File: src/rtl/htfd_pkg.sv
// shared types, constants and crc helper for the humidity/temperature frame decoder
`timescale 1ns / 1ps
package htfd_pkg;

    // crc-8 used on each 16-bit sensor word
    localparam logic [7:0] CRC_POLY = 8'h31;
    localparam logic [7:0] CRC_INIT = 8'hFF;

    // result field widths
    localparam int TEMP_W    = 15;
    localparam int HUMID_W   = 14;
    localparam int AGE_OUT_W = 32;

    // input op codes
    localparam logic OP_BYTE = 1'b0;
    localparam logic OP_TICK = 1'b1;

    // byte positions within a six-byte response
    localparam logic [2:0] POS_T_HI  = 3'd0;
    localparam logic [2:0] POS_T_LO  = 3'd1;
    localparam logic [2:0] POS_T_CRC = 3'd2;
    localparam logic [2:0] POS_H_HI  = 3'd3;
    localparam logic [2:0] POS_H_LO  = 3'd4;
    localparam logic [2:0] POS_H_CRC = 3'd5;

    // what the back end does with one queued word
    typedef enum logic [1:0] {
        K_NOP  = 2'd0,
        K_TICK = 2'd1,
        K_GOOD = 2'd2,
        K_BAD  = 2'd3
    } t_kind;

    typedef struct packed {
        t_kind                      kind;
        logic signed [TEMP_W-1:0]   temp;
        logic [HUMID_W-1:0]         humid;
    } t_entry;

    // one byte through the crc-8 shift register, msb first
    function automatic logic [7:0] crc8_byte(input logic [7:0] crc, input logic [7:0] data);
        logic [7:0] c;
        c = crc ^ data;
        for (int b = 0; b < 8; b++) begin
            if (c[7]) begin
                c = {c[6:0], 1'b0} ^ CRC_POLY;
            end else begin
                c = {c[6:0], 1'b0};
            end
        end
        return c;
    endfunction

endpackage

File: src/rtl/humidity_temp_frame_decoder_unit.sv
// top level of the humidity/temperature frame decoder
`timescale 1ns / 1ps
// Decodes six-byte temperature/humidity responses (temperature word, crc, humidity word,
// crc; crc-8 poly 0x31, init 0xFF) into centi-degrees and centi-percent, and keeps a
// saturating millisecond age of the last good reading. Every input word (byte or tick)
// yields exactly one result word carrying the state after that word; tlast marks the
// word that completed a response. One word per clock is sustained while the output takes
// every result; a result passes through the queue and then the result register. Each
// word's scaling multiply runs in the front end when the low byte of that word arrives,
// and the divide by full scale is a shift with one correction step, so no path holds
// more than one multiply or a few short adds and compares. The queue and result register
// let the input stall without stopping the output; an output stall stops the input once
// the queue is full.
module humidity_temp_frame_decoder_unit
    import htfd_pkg::*;
#(
    parameter int AGE_BITS = 32
) (
    input  logic         i_clk,
    input  logic         i_rst_n,
    // config write
    input  logic         i_cfg_valid,
    output logic         o_cfg_ready,
    input  logic         i_cfg_data,     // sensor_enabled
    // input words
    input  logic         i_s_tvalid,
    output logic         o_s_tready,
    input  logic [7:0]   i_s_tdata,      // [7:0] data_byte
    input  logic [1:0]   i_s_tuser,      // [0] op, [1] frame_start
    // result words
    output logic         o_m_tvalid,
    input  logic         i_m_tready,
    output logic [63:0]  o_m_tdata,      // [14:0] temp_centi, [28:15] humid_centi,
                                         // [60:29] age_ms, [63:61] zero
    output logic [1:0]   o_m_tuser,      // [0] reading_valid, [1] crc_error
    output logic         o_m_tlast       // frame_done
);

    logic                      w_q_ready;
    logic                      w_push;
    t_entry                    w_push_entry;
    logic                      w_q_valid;
    t_entry                    w_q_entry;
    logic                      w_pop;
    logic                      w_reading_valid;
    logic signed [TEMP_W-1:0]  w_temp;
    logic [HUMID_W-1:0]        w_humid;
    logic [AGE_OUT_W-1:0]      w_age;
    logic                      w_done;
    logic                      w_err;

    assign o_cfg_ready = 1'b1;

    htfd_front u_front (
        .i_clk       (i_clk),
        .i_rst_n     (i_rst_n),
        .i_cfg_valid (i_cfg_valid),
        .i_cfg_data  (i_cfg_data),
        .i_valid     (i_s_tvalid),
        .o_ready     (o_s_tready),
        .i_op        (i_s_tuser[0]),
        .i_data      (i_s_tdata),
        .i_start     (i_s_tuser[1]),
        .i_q_ready   (w_q_ready),
        .o_push      (w_push),
        .o_entry     (w_push_entry)
    );

    htfd_queue u_queue (
        .i_clk   (i_clk),
        .i_rst_n (i_rst_n),
        .i_push  (w_push),
        .i_entry (w_push_entry),
        .o_ready (w_q_ready),
        .o_valid (w_q_valid),
        .o_entry (w_q_entry),
        .i_pop   (w_pop)
    );

    htfd_back #(
        .AGE_BITS (AGE_BITS)
    ) u_back (
        .i_clk           (i_clk),
        .i_rst_n         (i_rst_n),
        .i_valid         (w_q_valid),
        .i_entry         (w_q_entry),
        .o_pop           (w_pop),
        .i_m_tready      (i_m_tready),
        .o_valid         (o_m_tvalid),
        .o_reading_valid (w_reading_valid),
        .o_temp          (w_temp),
        .o_humid         (w_humid),
        .o_age           (w_age),
        .o_done          (w_done),
        .o_err           (w_err)
    );

    // pack the result word
    assign o_m_tdata = {3'b000, w_age, w_humid, w_temp};
    assign o_m_tuser = {w_err, w_reading_valid};
    assign o_m_tlast = w_done;

    // a crc failure is only ever reported on the word that ends a response
    a_err_on_last: assert property (@(posedge i_clk) disable iff (!i_rst_n)
        o_m_tvalid && w_err |-> w_done)
        else $error("crc error flagged on a word that did not end a response");

    // a good response leaves a fresh, valid reading
    a_good_fresh: assert property (@(posedge i_clk) disable iff (!i_rst_n)
        o_m_tvalid && w_done && !w_err |-> w_reading_valid && (w_age == '0))
        else $error("good response did not refresh the reading");

    // scaled humidity never exceeds full scale
    a_humid_range: assert property (@(posedge i_clk) disable iff (!i_rst_n)
        w_push && (w_push_entry.kind == K_GOOD) |-> (w_push_entry.humid <= 14'd10000))
        else $error("humidity beyond full scale");

    // stored temperature stays inside the sensor range
    a_temp_range: assert property (@(posedge i_clk) disable iff (!i_rst_n)
        o_m_tvalid |-> (w_temp >= -15'sd4500) && (w_temp <= 15'sd13000))
        else $error("temperature outside sensor range");

endmodule

File: src/rtl/htfd_front.sv
// front end: takes words, tracks the response, checks crcs and scales readings
`timescale 1ns / 1ps
module htfd_front
    import htfd_pkg::*;
(
    input  logic        i_clk,
    input  logic        i_rst_n,
    // config write
    input  logic        i_cfg_valid,
    input  logic        i_cfg_data,
    // incoming word
    input  logic        i_valid,
    output logic        o_ready,
    input  logic        i_op,
    input  logic [7:0]  i_data,
    input  logic        i_start,
    // to the queue
    input  logic        i_q_ready,
    output logic        o_push,
    output t_entry      o_entry
);

    localparam int PROD_W = 31;
    localparam int Q_W    = PROD_W - 16;
    localparam logic [PROD_W-1:0] TEMP_GAIN  = PROD_W'(17500);
    localparam logic [PROD_W-1:0] HUMID_GAIN = PROD_W'(10000);
    localparam logic [16:0]       FULL_SCALE = 17'd65535;
    localparam logic [Q_W-1:0]    TEMP_OFS   = Q_W'(4500);
    localparam logic [Q_W-1:0]    HUMID_MAX  = Q_W'(10000);

    typedef struct packed {
        logic [Q_W-1:0] q;
        logic           rem_nz;
    } t_quot;

    // floor division by 65535: estimate with a shift, then one correction step
    function automatic t_quot div_full_scale(input logic [PROD_W-1:0] p);
        t_quot      res;
        logic [16:0] r_est;
        res.q  = p[PROD_W-1:16];
        r_est  = {1'b0, p[15:0]} + 17'(res.q);
        if (r_est >= FULL_SCALE) begin
            res.q = res.q + 1'b1;
            r_est = r_est - FULL_SCALE;
        end
        res.rem_nz = (r_est != 17'd0);
        return res;
    endfunction

    logic                     r_en;
    logic [2:0]               r_pos;
    logic [2:0]               n_pos;
    logic [7:0]               r_crc;
    logic                     r_t_ok;
    logic [7:0]               r_t_hi;
    logic [7:0]               r_h_hi;
    logic [PROD_W-1:0]        r_tprod;
    logic [PROD_W-1:0]        r_hprod;
    logic signed [TEMP_W-1:0] r_temp;

    logic [2:0]               w_pos;
    logic                     w_accept;
    t_quot                    w_tq;
    t_quot                    w_hq;
    logic signed [15:0]       w_t16;
    logic [HUMID_W-1:0]       w_humid;

    assign o_ready  = i_q_ready;
    assign w_accept = i_valid && i_q_ready;
    assign o_push   = w_accept;

    // position of this byte; a start mark always restarts the response
    always_comb begin
        w_pos = i_start ? POS_T_HI : r_pos;
        if (w_pos > POS_H_CRC) begin
            w_pos = POS_T_HI;
        end
        n_pos = r_pos;
        if (i_op == OP_BYTE && r_en) begin
            n_pos = (w_pos == POS_H_CRC) ? POS_T_HI : w_pos + 3'd1;
        end
    end

    // temperature: trunc(q - 4500 + rem/65535) toward zero
    always_comb begin
        w_tq  = div_full_scale(r_tprod);
        w_t16 = signed'(16'(w_tq.q)) - signed'(16'(TEMP_OFS));
        if (w_tq.q < TEMP_OFS && w_tq.rem_nz) begin
            w_t16 = w_t16 + 16'sd1;
        end
    end

    // humidity: floor, capped at full scale
    always_comb begin
        w_hq = div_full_scale(r_hprod);
        if (w_hq.q > HUMID_MAX) begin
            w_humid = HUMID_W'(HUMID_MAX);
        end else begin
            w_humid = w_hq.q[HUMID_W-1:0];
        end
    end

    // classify the word for the back end
    always_comb begin
        o_entry.kind  = K_NOP;
        o_entry.temp  = r_temp;
        o_entry.humid = w_humid;
        if (i_op == OP_TICK) begin
            o_entry.kind = K_TICK;
        end else if (r_en && w_pos == POS_H_CRC) begin
            o_entry.kind = (r_t_ok && r_crc == i_data) ? K_GOOD : K_BAD;
        end
    end

    // control state
    always_ff @(posedge i_clk) begin
        if (!i_rst_n) begin
            r_en  <= 1'b1;
            r_pos <= POS_T_HI;
        end else begin
            if (i_cfg_valid) begin
                r_en <= i_cfg_data;
            end
            if (w_accept) begin
                r_pos <= n_pos;
            end
        end
    end

    // held words, running crc and scaled products
    always_ff @(posedge i_clk) begin
        if (w_accept && i_op == OP_BYTE && r_en) begin
            case (w_pos)
                POS_T_HI: begin
                    r_t_hi <= i_data;
                    r_crc  <= crc8_byte(CRC_INIT, i_data);
                end
                POS_T_LO: begin
                    r_tprod <= TEMP_GAIN * PROD_W'({r_t_hi, i_data});
                    r_crc   <= crc8_byte(r_crc, i_data);
                end
                POS_T_CRC: begin
                    r_t_ok <= (r_crc == i_data);
                    r_temp <= w_t16[TEMP_W-1:0];
                end
                POS_H_HI: begin
                    r_h_hi <= i_data;
                    r_crc  <= crc8_byte(CRC_INIT, i_data);
                end
                POS_H_LO: begin
                    r_hprod <= HUMID_GAIN * PROD_W'({r_h_hi, i_data});
                    r_crc   <= crc8_byte(r_crc, i_data);
                end
                default: begin
                end
            endcase
        end
    end

endmodule

File: src/rtl/htfd_queue.sv
// two-entry queue between the front and back ends
`timescale 1ns / 1ps
module htfd_queue
    import htfd_pkg::*;
(
    input  logic    i_clk,
    input  logic    i_rst_n,
    input  logic    i_push,
    input  t_entry  i_entry,
    output logic    o_ready,
    output logic    o_valid,
    output t_entry  o_entry,
    input  logic    i_pop
);

    localparam int DEPTH = 2;

    t_entry      r_mem [DEPTH];
    logic        r_wr;
    logic        r_rd;
    logic [1:0]  r_count;
    logic [1:0]  n_count;

    assign o_ready = (r_count != 2'(DEPTH));
    assign o_valid = (r_count != 2'd0);
    assign o_entry = r_mem[r_rd];

    // fill level
    always_comb begin
        n_count = r_count;
        if (i_push && !i_pop) begin
            n_count = r_count + 2'd1;
        end else if (!i_push && i_pop) begin
            n_count = r_count - 2'd1;
        end
    end

    // pointers and level
    always_ff @(posedge i_clk) begin
        if (!i_rst_n) begin
            r_wr    <= 1'b0;
            r_rd    <= 1'b0;
            r_count <= 2'd0;
        end else begin
            r_count <= n_count;
            if (i_push) begin
                r_wr <= ~r_wr;
            end
            if (i_pop) begin
                r_rd <= ~r_rd;
            end
        end
    end

    // storage
    always_ff @(posedge i_clk) begin
        if (i_push) begin
            r_mem[r_wr] <= i_entry;
        end
    end

endmodule

File: src/rtl/htfd_back.sv
// back end: applies queued words to the stored reading and age, holds the result
`timescale 1ns / 1ps
module htfd_back
    import htfd_pkg::*;
#(
    parameter int AGE_BITS = 32
) (
    input  logic                      i_clk,
    input  logic                      i_rst_n,
    // from the queue
    input  logic                      i_valid,
    input  t_entry                    i_entry,
    output logic                      o_pop,
    // result register
    input  logic                      i_m_tready,
    output logic                      o_valid,
    output logic                      o_reading_valid,
    output logic signed [TEMP_W-1:0]  o_temp,
    output logic [HUMID_W-1:0]        o_humid,
    output logic [AGE_OUT_W-1:0]      o_age,
    output logic                      o_done,
    output logic                      o_err
);

    logic                      r_have;
    logic                      n_have;
    logic signed [TEMP_W-1:0]  r_temp;
    logic signed [TEMP_W-1:0]  n_temp;
    logic [HUMID_W-1:0]        r_humid;
    logic [HUMID_W-1:0]        n_humid;
    logic [AGE_BITS-1:0]       r_age;
    logic [AGE_BITS-1:0]       n_age;
    logic [AGE_OUT_W-1:0]      w_age_out;
    logic                      r_out_valid;

    assign o_pop   = i_valid && (!r_out_valid || i_m_tready);
    assign o_valid = r_out_valid;

    // state after the popped word
    always_comb begin
        n_have  = r_have;
        n_temp  = r_temp;
        n_humid = r_humid;
        n_age   = r_age;
        case (i_entry.kind)
            K_TICK: begin
                if (!(&r_age)) begin
                    n_age = r_age + 1'b1;
                end
            end
            K_GOOD: begin
                n_have  = 1'b1;
                n_temp  = i_entry.temp;
                n_humid = i_entry.humid;
                n_age   = '0;
            end
            default: begin
            end
        endcase
    end

    // age as shown, saturated to the port width
    generate
        if (AGE_BITS > AGE_OUT_W) begin : g_age_sat
            assign w_age_out = (|n_age[AGE_BITS-1:AGE_OUT_W]) ? '1 : n_age[AGE_OUT_W-1:0];
        end else begin : g_age_ext
            assign w_age_out = AGE_OUT_W'(n_age);
        end
    endgenerate

    // reading state and result valid
    always_ff @(posedge i_clk) begin
        if (!i_rst_n) begin
            r_have      <= 1'b0;
            r_temp      <= '0;
            r_humid     <= '0;
            r_age       <= '0;
            r_out_valid <= 1'b0;
        end else begin
            if (o_pop) begin
                r_have  <= n_have;
                r_temp  <= n_temp;
                r_humid <= n_humid;
                r_age   <= n_age;
            end
            if (o_pop) begin
                r_out_valid <= 1'b1;
            end else if (i_m_tready) begin
                r_out_valid <= 1'b0;
            end
        end
    end

    // result payload
    always_ff @(posedge i_clk) begin
        if (o_pop) begin
            o_reading_valid <= n_have;
            o_temp          <= n_temp;
            o_humid         <= n_humid;
            o_age           <= w_age_out;
            o_done          <= (i_entry.kind == K_GOOD) || (i_entry.kind == K_BAD);
            o_err           <= (i_entry.kind == K_BAD);
        end
    end

endmodule

File: config.mk
export PLATFORM = sky130hd
export DESIGN_NAME = humidity_temp_frame_decoder_unit
export DESIGN_NICKNAME = d
export VERILOG_FILES = /design/src/rtl/htfd_pkg.sv /design/src/rtl/humidity_temp_frame_decoder_unit.sv /design/src/rtl/htfd_front.sv /design/src/rtl/htfd_queue.sv /design/src/rtl/htfd_back.sv
export SDC_FILE = /design/constraint.sdc
export NUM_CORES = 1
export LEC_CHECK = 0
export BUFFER_PORTS_ARGS = -buffer_cell sky130_fd_sc_hd__buf_2
export CORE_MARGIN = 5
export CORE_UTILIZATION = 31
export CTS_CLUSTER_DIAMETER = 30
export CTS_CLUSTER_SIZE = 40
export DETAILED_ROUTE_END_ITERATION = 10
export REMOVE_ABC_BUFFERS = 1
export SLEW_MARGIN = 25
export SYNTH_ARGS = -nofsm -noshare
export SYNTH_HDL_FRONTEND = slang
export SYNTH_SLANG_ARGS = --single-unit
File: constraint.sdc
create_clock -name i_clk -period 8.01 [get_ports i_clk]
set_input_delay 0.4005 -clock i_clk [delete_from_list [all_inputs] [get_ports i_clk]]
set_output_delay 0.4005 -clock i_clk [all_outputs]
set_load 0.03 [all_outputs]
==> metrics.csv, run 1 <==
metric;value;unit
status;complete, no violations;
1st-pass router iterations;5;
Max clock buf depth;3;
Skew-Pair Late Insertion Delay;620;ps
Worst Min Path Start;i_cfg_valid;
skew final;58.4;ps
Placer Congestion;0.914;
grt ovf;0;
fin. max-slew vios;0;
Final TNS setup;0;ps
Die W;270;um
WHS Endpoint;u_front.r_en;
Initial Util;31.3;%
Fill cells;6568;
most frequent cells in the layout;inv_1, edfxtp_1, ha_1, nor2_1, xnor2_1;
crit path max fanout;14;
switching share of power;36.5;%
most common cell after layout, fill and taps aside;inv_1;
post-route cell area;24500;um2
Root Buffer;clkbuf_16;
Synth Flop Type;edfxtp_1;
vias per std cell;4.85;
internal reg-to-reg setup slack;1080;ps
FFs w/ async S/R, synth;0;%
min-delay worst type;in2reg;
Seq pwr share;28.9;%
Avg WL per Cell;15.3;um
YS warnings;0;
H-tree depth;2;
CP required;8370;ps
initial DRC count;695;
DP Worst Slack;1060;ps
Post-CTS Resized;0;
# rows;95;
critical path class;reg2reg;
antenna cells;0;
I/O pins;86;
standby leakage power;10.4;nW
antenna-violating nets left;0;
Crit path arrival time;7290;ps
WL final;47000;um
Worst-path clk slew;50;ps
Util after Layout;36.5;%
Inserted Clock Buffers;61;
minimum clock period;6930;ps
gr usage total;12.5;%
post-detailed-route DRC marker count;0;
Syn Area/Cell;10.2;um2
register area share after synthesis;38.4;%
Cell Pwr Density;309;nW/um2
layout net count;2438;
maxcap violations;0;
initial antenna violation count;1;
count of clock tree sinks;293;
EDFF count, synth;221;
FF-to-FF Start;u_front.r_tprod[18];
die height;270;um
logic gate share of total power;37.2;%
final hold vios;0;
Final WS setup;1080;ps
Worst R2R Path Depth;26;
Cell Area, Placed;22300;um2
fmax;144;MHz
Unique masters post-synth;94;
Final Non-Filler Cells;3066;
area grow syn2layout;16.6;%
endpoints failing setup;0;
Die ar.;73100;um2
Tcrit/Tclk final;86.5;%
worst-margin pin slew;1010;ps
startpoint types;flip-flop;
vias in the first global route;15000;
post-synthesis cell count;2054;
core area;67200;um2
placed cells;2948;
HPWL Detailed;35900;um
RR Endpoint;u_front.r_temp[12];
Worst Hold Depth;3;
Seq cells post-synth;293;
share of cells above drive strength 1;12.2;%
routed via count;14900;
Post-CTS Setup Bufs;0;
Port Buffers;81;
RSZ-0062 raised after global routing;false;
CTS tree;yes;
clock power share;33.9;%
pin count of the biggest net entering global routing;75;
Peak VDD IR;0.000200;V
post-synthesis cell area;21000;um2
internal power;0.00481;W
Worst Setup End Kind;flip-flop;
Worst slew margin;32.6;%
switching power;0.00277;W
first-pass GRT wire length;76500;um
-- area by class of cell --
| class | count | area (um2) | area share, % |
|---|---|---|---|
| flip-flops and latches | 293 | 8080 | 33.0 |
| inverters | 256 | 962 | 3.93 |
| well taps | 873 | 1090 | 4.46 |
| multi-input cells | 1436 | 11700 | 47.8 |
| clock buffers | 70 | 1590 | 6.50 |
| repair buffers | 92 | 510 | 2.08 |
| clock inverters | 46 | 559 | 2.28 |
-- power by group through the flow --
stage,clock (W),sequential [W],combinational [W]
detailed placement,0,0.00222,0.00281
floorplan,0,0.00252,0.00176
global route,0.00270,0.00222,0.00313
global placement,0,0.00221,0.00277
CTS,0.00262,0.00220,0.00284
finish,0.00257,0.00219,0.00282
-- state kept, by name, indices dropped and copies added (netlist names), 2 cells and up, named ones only --
name	count
u_back.o_humid	14
u_front.r_tprod	29
u_back.r_humid	14
u_front.r_pos	3
u_queue.r_mem	62
u_front.r_crc	8
u_front.r_hprod	26
u_back.o_age	32
u_front.r_temp	15
u_back.r_temp	15
u_queue.r_count	2
u_back.o_temp	15
u_front.r_h_hi	8
u_back.r_age	32
u_front.r_t_hi	8
-- cell usage after synthesis (all sizes together) (6+ instances only) --
cell type  number  share of area [%]
or3            11               0.33
o21bai         15               0.54
and2           26               0.77
xnor2         121                5.1
o31ai          16               0.68
nand2         114                2.0
nand4          17               0.51
a22oi          17               0.67
xor2           46                1.9
o21ai          60                1.5
and3           32                1.0
or2            13               0.39
ha            200                 12
a31oi           9               0.27
fa             82                7.8
clkbuf         50               0.89
mux2i          43                2.1
inv           256                4.6
dfxtp          72                6.9
buf            21               0.66
a21o           15               0.54
o211ai         10               0.40
or4             7               0.29
nor4           14               0.42
nor2          166                3.0
a21oi         109                2.6
o21a           14               0.51
o211a          38                1.8
a2111oi        13               0.67
a211oi         10               0.43
edfxtp        221                 32
nand3          39               0.93
nand2b          7               0.22
nor2b          42                1.3
nor3b           6               0.21
a211o           8               0.34
nor3           49                1.2
-- metal layers --
| layer | part of all wire (%) | vias to the layer above | wire, um | track usage (%) |
|---|---|---|---|---|
| li1 | - | 7400 | - | - |
| met1 | 46 | 7076 | 21700 | 16.4 |
| met2 | 47 | 314 | 22000 | 21.1 |
| met3 | 4.4 | 84 | 2050 | 2.14 |
| met4 | 2.6 | 0 | 1220 | 4.00 |
| met5 | 0 | - | 0 | 0 |
-- critical path, cell delays in order, from the launching register on --
cell and delay, ps:
edfxtp_1 510, ha_1 280, fa_1 460, a21o_1 250, a221oi_2 440, o21ai_1 170, xor2_1 360, o21ai_2 200
a2111oi_0 430, ha_1 230, a21oi_1 80, o31a_1 150, buf_4 200, nand2_1 220, mux2_2 400, inv_1 70
ha_1 140, nand2_1 50, a2111oi_0 370, o2111ai_1 170, a31oi_1 170, o31ai_1 110, or4_4 520, o211a_4 190
and3_4 180, and4bb_4 200, xnor2_1 120
-- per-stage QoR --
stage          hold slack (ps)  total power (W)
2_1_floorplan              421          0.00428
3_3_place_gp               428          0.00498
3_5_place_dp               437          0.00504
4_1_cts                  0.392          0.00766
5_1_grt                   16.5          0.00806
6_report                  41.0          0.00758
-- kinds of logic (layout without fill, tap and decap cells) --
family	after synthesis	count (layout)	share of synthesized area [%]
XOR/XNOR	167	167	7.00
adder cells (fa/ha/maj)	282	282	19.7
AND/OR/NAND/NOR	559	559	13.3
AO/OA/AOI/OAI	376	376	13.0
flip-flops	293	293	38.4
other	2	4	0.0357
multiplexers	48	48	2.33
buffers and inverters	327	464	6.13
-- repair_timing --
item | 4_1_cts | 5_1_grt
endpoints found under the setup margin | 0 | 0
hold buffers | 1 | 0
hold endpoints to repair | 1 | 0
-- worst max-delay path by stage --
| stage | start | end | slack (ps) | depth (start not counted) |
|---|---|---|---|---|
| after global placement | u_front.r_tprod[18] | u_front.r_temp[9] | 1230 | 26 |
| after floorplan | u_front.r_tprod[18] | u_front.r_temp[12] | 1780 | 25 |
| final | u_front.r_tprod[18] | u_front.r_temp[12] | 1080 | 26 |
| after detailed placement | u_front.r_tprod[18] | u_front.r_temp[12] | 1060 | 26 |
| after CTS | u_front.r_tprod[18] | u_front.r_temp[12] | 1030 | 26 |
| after global routing | u_front.r_tprod[18] | u_front.r_temp[9] | 600 | 26 |
Power figures use the tool's default switching activity.
==> run 2, diff against run 1 <==
--- a/config.mk
+++ b/config.mk
@@ -11,6 +11,7 @@
 export CTS_CLUSTER_DIAMETER = 30
 export CTS_CLUSTER_SIZE = 40
 export DETAILED_ROUTE_END_ITERATION = 10
+export RECOVER_POWER = 50
 export REMOVE_ABC_BUFFERS = 1
 export SLEW_MARGIN = 25
 export SYNTH_ARGS = -nofsm -noshare
==> metrics.csv, run 2 (synthesized netlist as in run 1, its figures left out) <==
metric;value;unit;change
failing checks;capacitance limit, slew limit;;
most common cell after layout, fill and taps aside;inv_1;;
Final TNS setup;0;ps;unchanged
worst hold margin;40.1;ps;-0.935 ps
I/O pins;86;;unchanged
Final Non-Filler Cells;3066;;unchanged
routed via count;14900;;-0.16%
endpoints failing setup;0;;unchanged
FF+latch area;8080;um2;about the same
startpoint types;flip-flop;;
antenna-violating nets left;0;;unchanged
Initial Util;31.3;%;unchanged
RR Endpoint;u_front.r_temp[12];;
CP dominant cell by count;ha_1;;
Avg WL per Cell;15.3;um;about the same
worst-margin pin slew;3160;ps;+2150 ps
Worst path slowest cell;or4_4;;
Post-CTS Resized;0;;unchanged
CTS tree;yes;;
share of cells above drive strength 1;8.34;%;-3.9 points
first-pass GRT wire length;76500;um;unchanged
Die ar.;73100;um2;unchanged
core area;67200;um2;unchanged
most frequent cells in the layout;inv_1, edfxtp_1, ha_1, nor2_1, xnor2_1;;
DP Worst Slack;1060;ps;unchanged
standby leakage power;10.1;nW;-2.4%
Inserted Clock Buffers;61;;unchanged
antenna cells;0;;unchanged
RSZ-0062 raised after global routing;false;;
Crit path arrival time;7290;ps;about the same
Placer Congestion;0.914;;unchanged
delay-heaviest family, CP;compound AO/OA/AOI/OAI gates;;
max reg flops;62;;unchanged
crit-path max cell delay;520;ps;about the same
fin. max-slew vios;172;;+172
Cell Pwr Density;310;nW/um2;+0.11%
final hold vios;0;;unchanged
pin count of the biggest net entering global routing;75;;unchanged
Root Buffer;clkbuf_16;;
placed cells;2948;;unchanged
WHS Endpoint;u_front.r_en;;
Die W;270;um;unchanged
Port Buffers;81;;unchanged
layout net count;2438;;unchanged
Max clock buf depth;3;;unchanged
post-detailed-route DRC marker count;0;;unchanged
# rows;95;;unchanged
Worst Setup End Kind;flip-flop;;
min-delay worst type;in2reg;;
internal reg-to-reg setup slack;1070;ps;about the same
die height;270;um;unchanged
HPWL Detailed;35900;um;unchanged
Skew-Pair Late Insertion Delay;620;ps;about the same
gr usage total;12.5;%;unchanged
grt ovf;0;;unchanged
crit path max fanout;14;;unchanged
Bufs and invs on worst path;2;;unchanged
Regs by FF count;u_queue.r_mem x62, u_back.o_age x32, u_back.r_age x32;;
vias per std cell;4.84;;-0.16%
Worst R2R Path Depth;26;;unchanged
Worst Min Path Start;i_cfg_valid;;
WL final;47000;um;about the same
Fill cells;6628;;+0.91%
Worst slew margin;-110;%;-140 points
area grow syn2layout;16.0;%;
H-tree depth;2;;unchanged
status;finished with violations;;
Most flops, register;u_queue.r_mem;;
Worst-path clk slew;50;ps;about the same
fmax;144;MHz;about the same
1st-pass router iterations;5;;unchanged
skew final;57.3;ps;-1.14 ps
CP required;8370;ps;about the same
initial antenna violation count;1;;unchanged
multi-input combinational cell area;11700;um2;-0.14%
minimum clock period;6940;ps;+5.89 ps
critical path class;reg2reg;;
Tcrit/Tclk final;86.6;%;about the same
Worst Hold Depth;3;;unchanged
maxcap violations;4;;+4
FF-to-FF Start;u_front.r_tprod[18];;
vias in the first global route;15000;;unchanged
Final WS setup;1070;ps;-5.89 ps
count of clock tree sinks;293;;unchanged
initial DRC count;684;;-1.6%
Peak VDD IR;0.000199;V;-0.74%
run 2: cell types whose count changed in the layout (fill, tap and decap cells not counted), sizes merged:
cell | previous run | this run
clkbuf | 70 | 149
buf | 91 | 12
clkinv | 20 | 19
clkinvlp | 9 | 10
run 2: worst register-to-register path, delay by kind of cell (launching register included):
kind                       cells  cell delay [ps]
AOI/OAI and AO/OA             12             2730
buffers and inverters          2              270
and+or+nand+nor                5             1170
muxes                          1              400
xor gates and xnor gates       2              480
adders and majority gates      4             1110
DFF                            1              510
run 2: layout make-up:
class / count / share of cell area [%]
clock buffer: 70 / 6.53
sequential: 293 / 33.2
tap: 873 / 4.48
timing repair buffer: 92 / 1.64
inverter: 256 / 3.95
clock inverter: 46 / 2.30
multi-input combinational: 1436 / 47.9
run 2: repair_timing:
| action | CTS | global route |
|---|---|---|
| endpoints found under the hold margin | 1 | 0 |
| setup buffers | 0 | 0 |
| hold buffers | 1 | 0 |
run 2: per-layer routing:
metal  up-vias  global-route usage (%)  share of wire [%]
li1       7398                       -                  -
met1      7066                    16.4                 46
met2       303                    21.1                 47
met3        83                    2.14                4.2
met4         0                    4.00                2.6
met5         -                       0                  0
run 2: how the worst max path moves through the flow:
| stage | endpoint | slack, ps | depth (start not counted) | from |
|---|---|---|---|---|
| floorplan | u_front.r_temp[12] | 1780 | 25 | u_front.r_tprod[18] |
| global placement | u_front.r_temp[9] | 1230 | 26 | u_front.r_tprod[18] |
| detailed placement | u_front.r_temp[12] | 1060 | 26 | u_front.r_tprod[18] |
| CTS | u_front.r_temp[12] | 1030 | 26 | u_front.r_tprod[18] |
| global route | u_front.r_temp[9] | 600 | 26 | u_front.r_tprod[18] |
| finish | u_front.r_temp[12] | 1070 | 26 | u_front.r_tprod[18] |
run 2: where the power goes:
group          internal [W]  total, W  switching (W)
Clock               0.00170   0.00257       0.000863
Combinational      0.000997   0.00278        0.00178
Sequential          0.00207   0.00220       0.000132
Total               0.00477   0.00754        0.00278
run 2: per-stage QoR:
step           util [%]  cell area, um2  total power [W]
2_1_floorplan         -           20700          0.00428
3_3_place_gp       33.2           22300          0.00498
3_5_place_dp       33.2           22300          0.00504
4_1_cts            36.4           24500          0.00766
5_1_grt            36.3           24400          0.00802
6_report           36.3           24400          0.00754
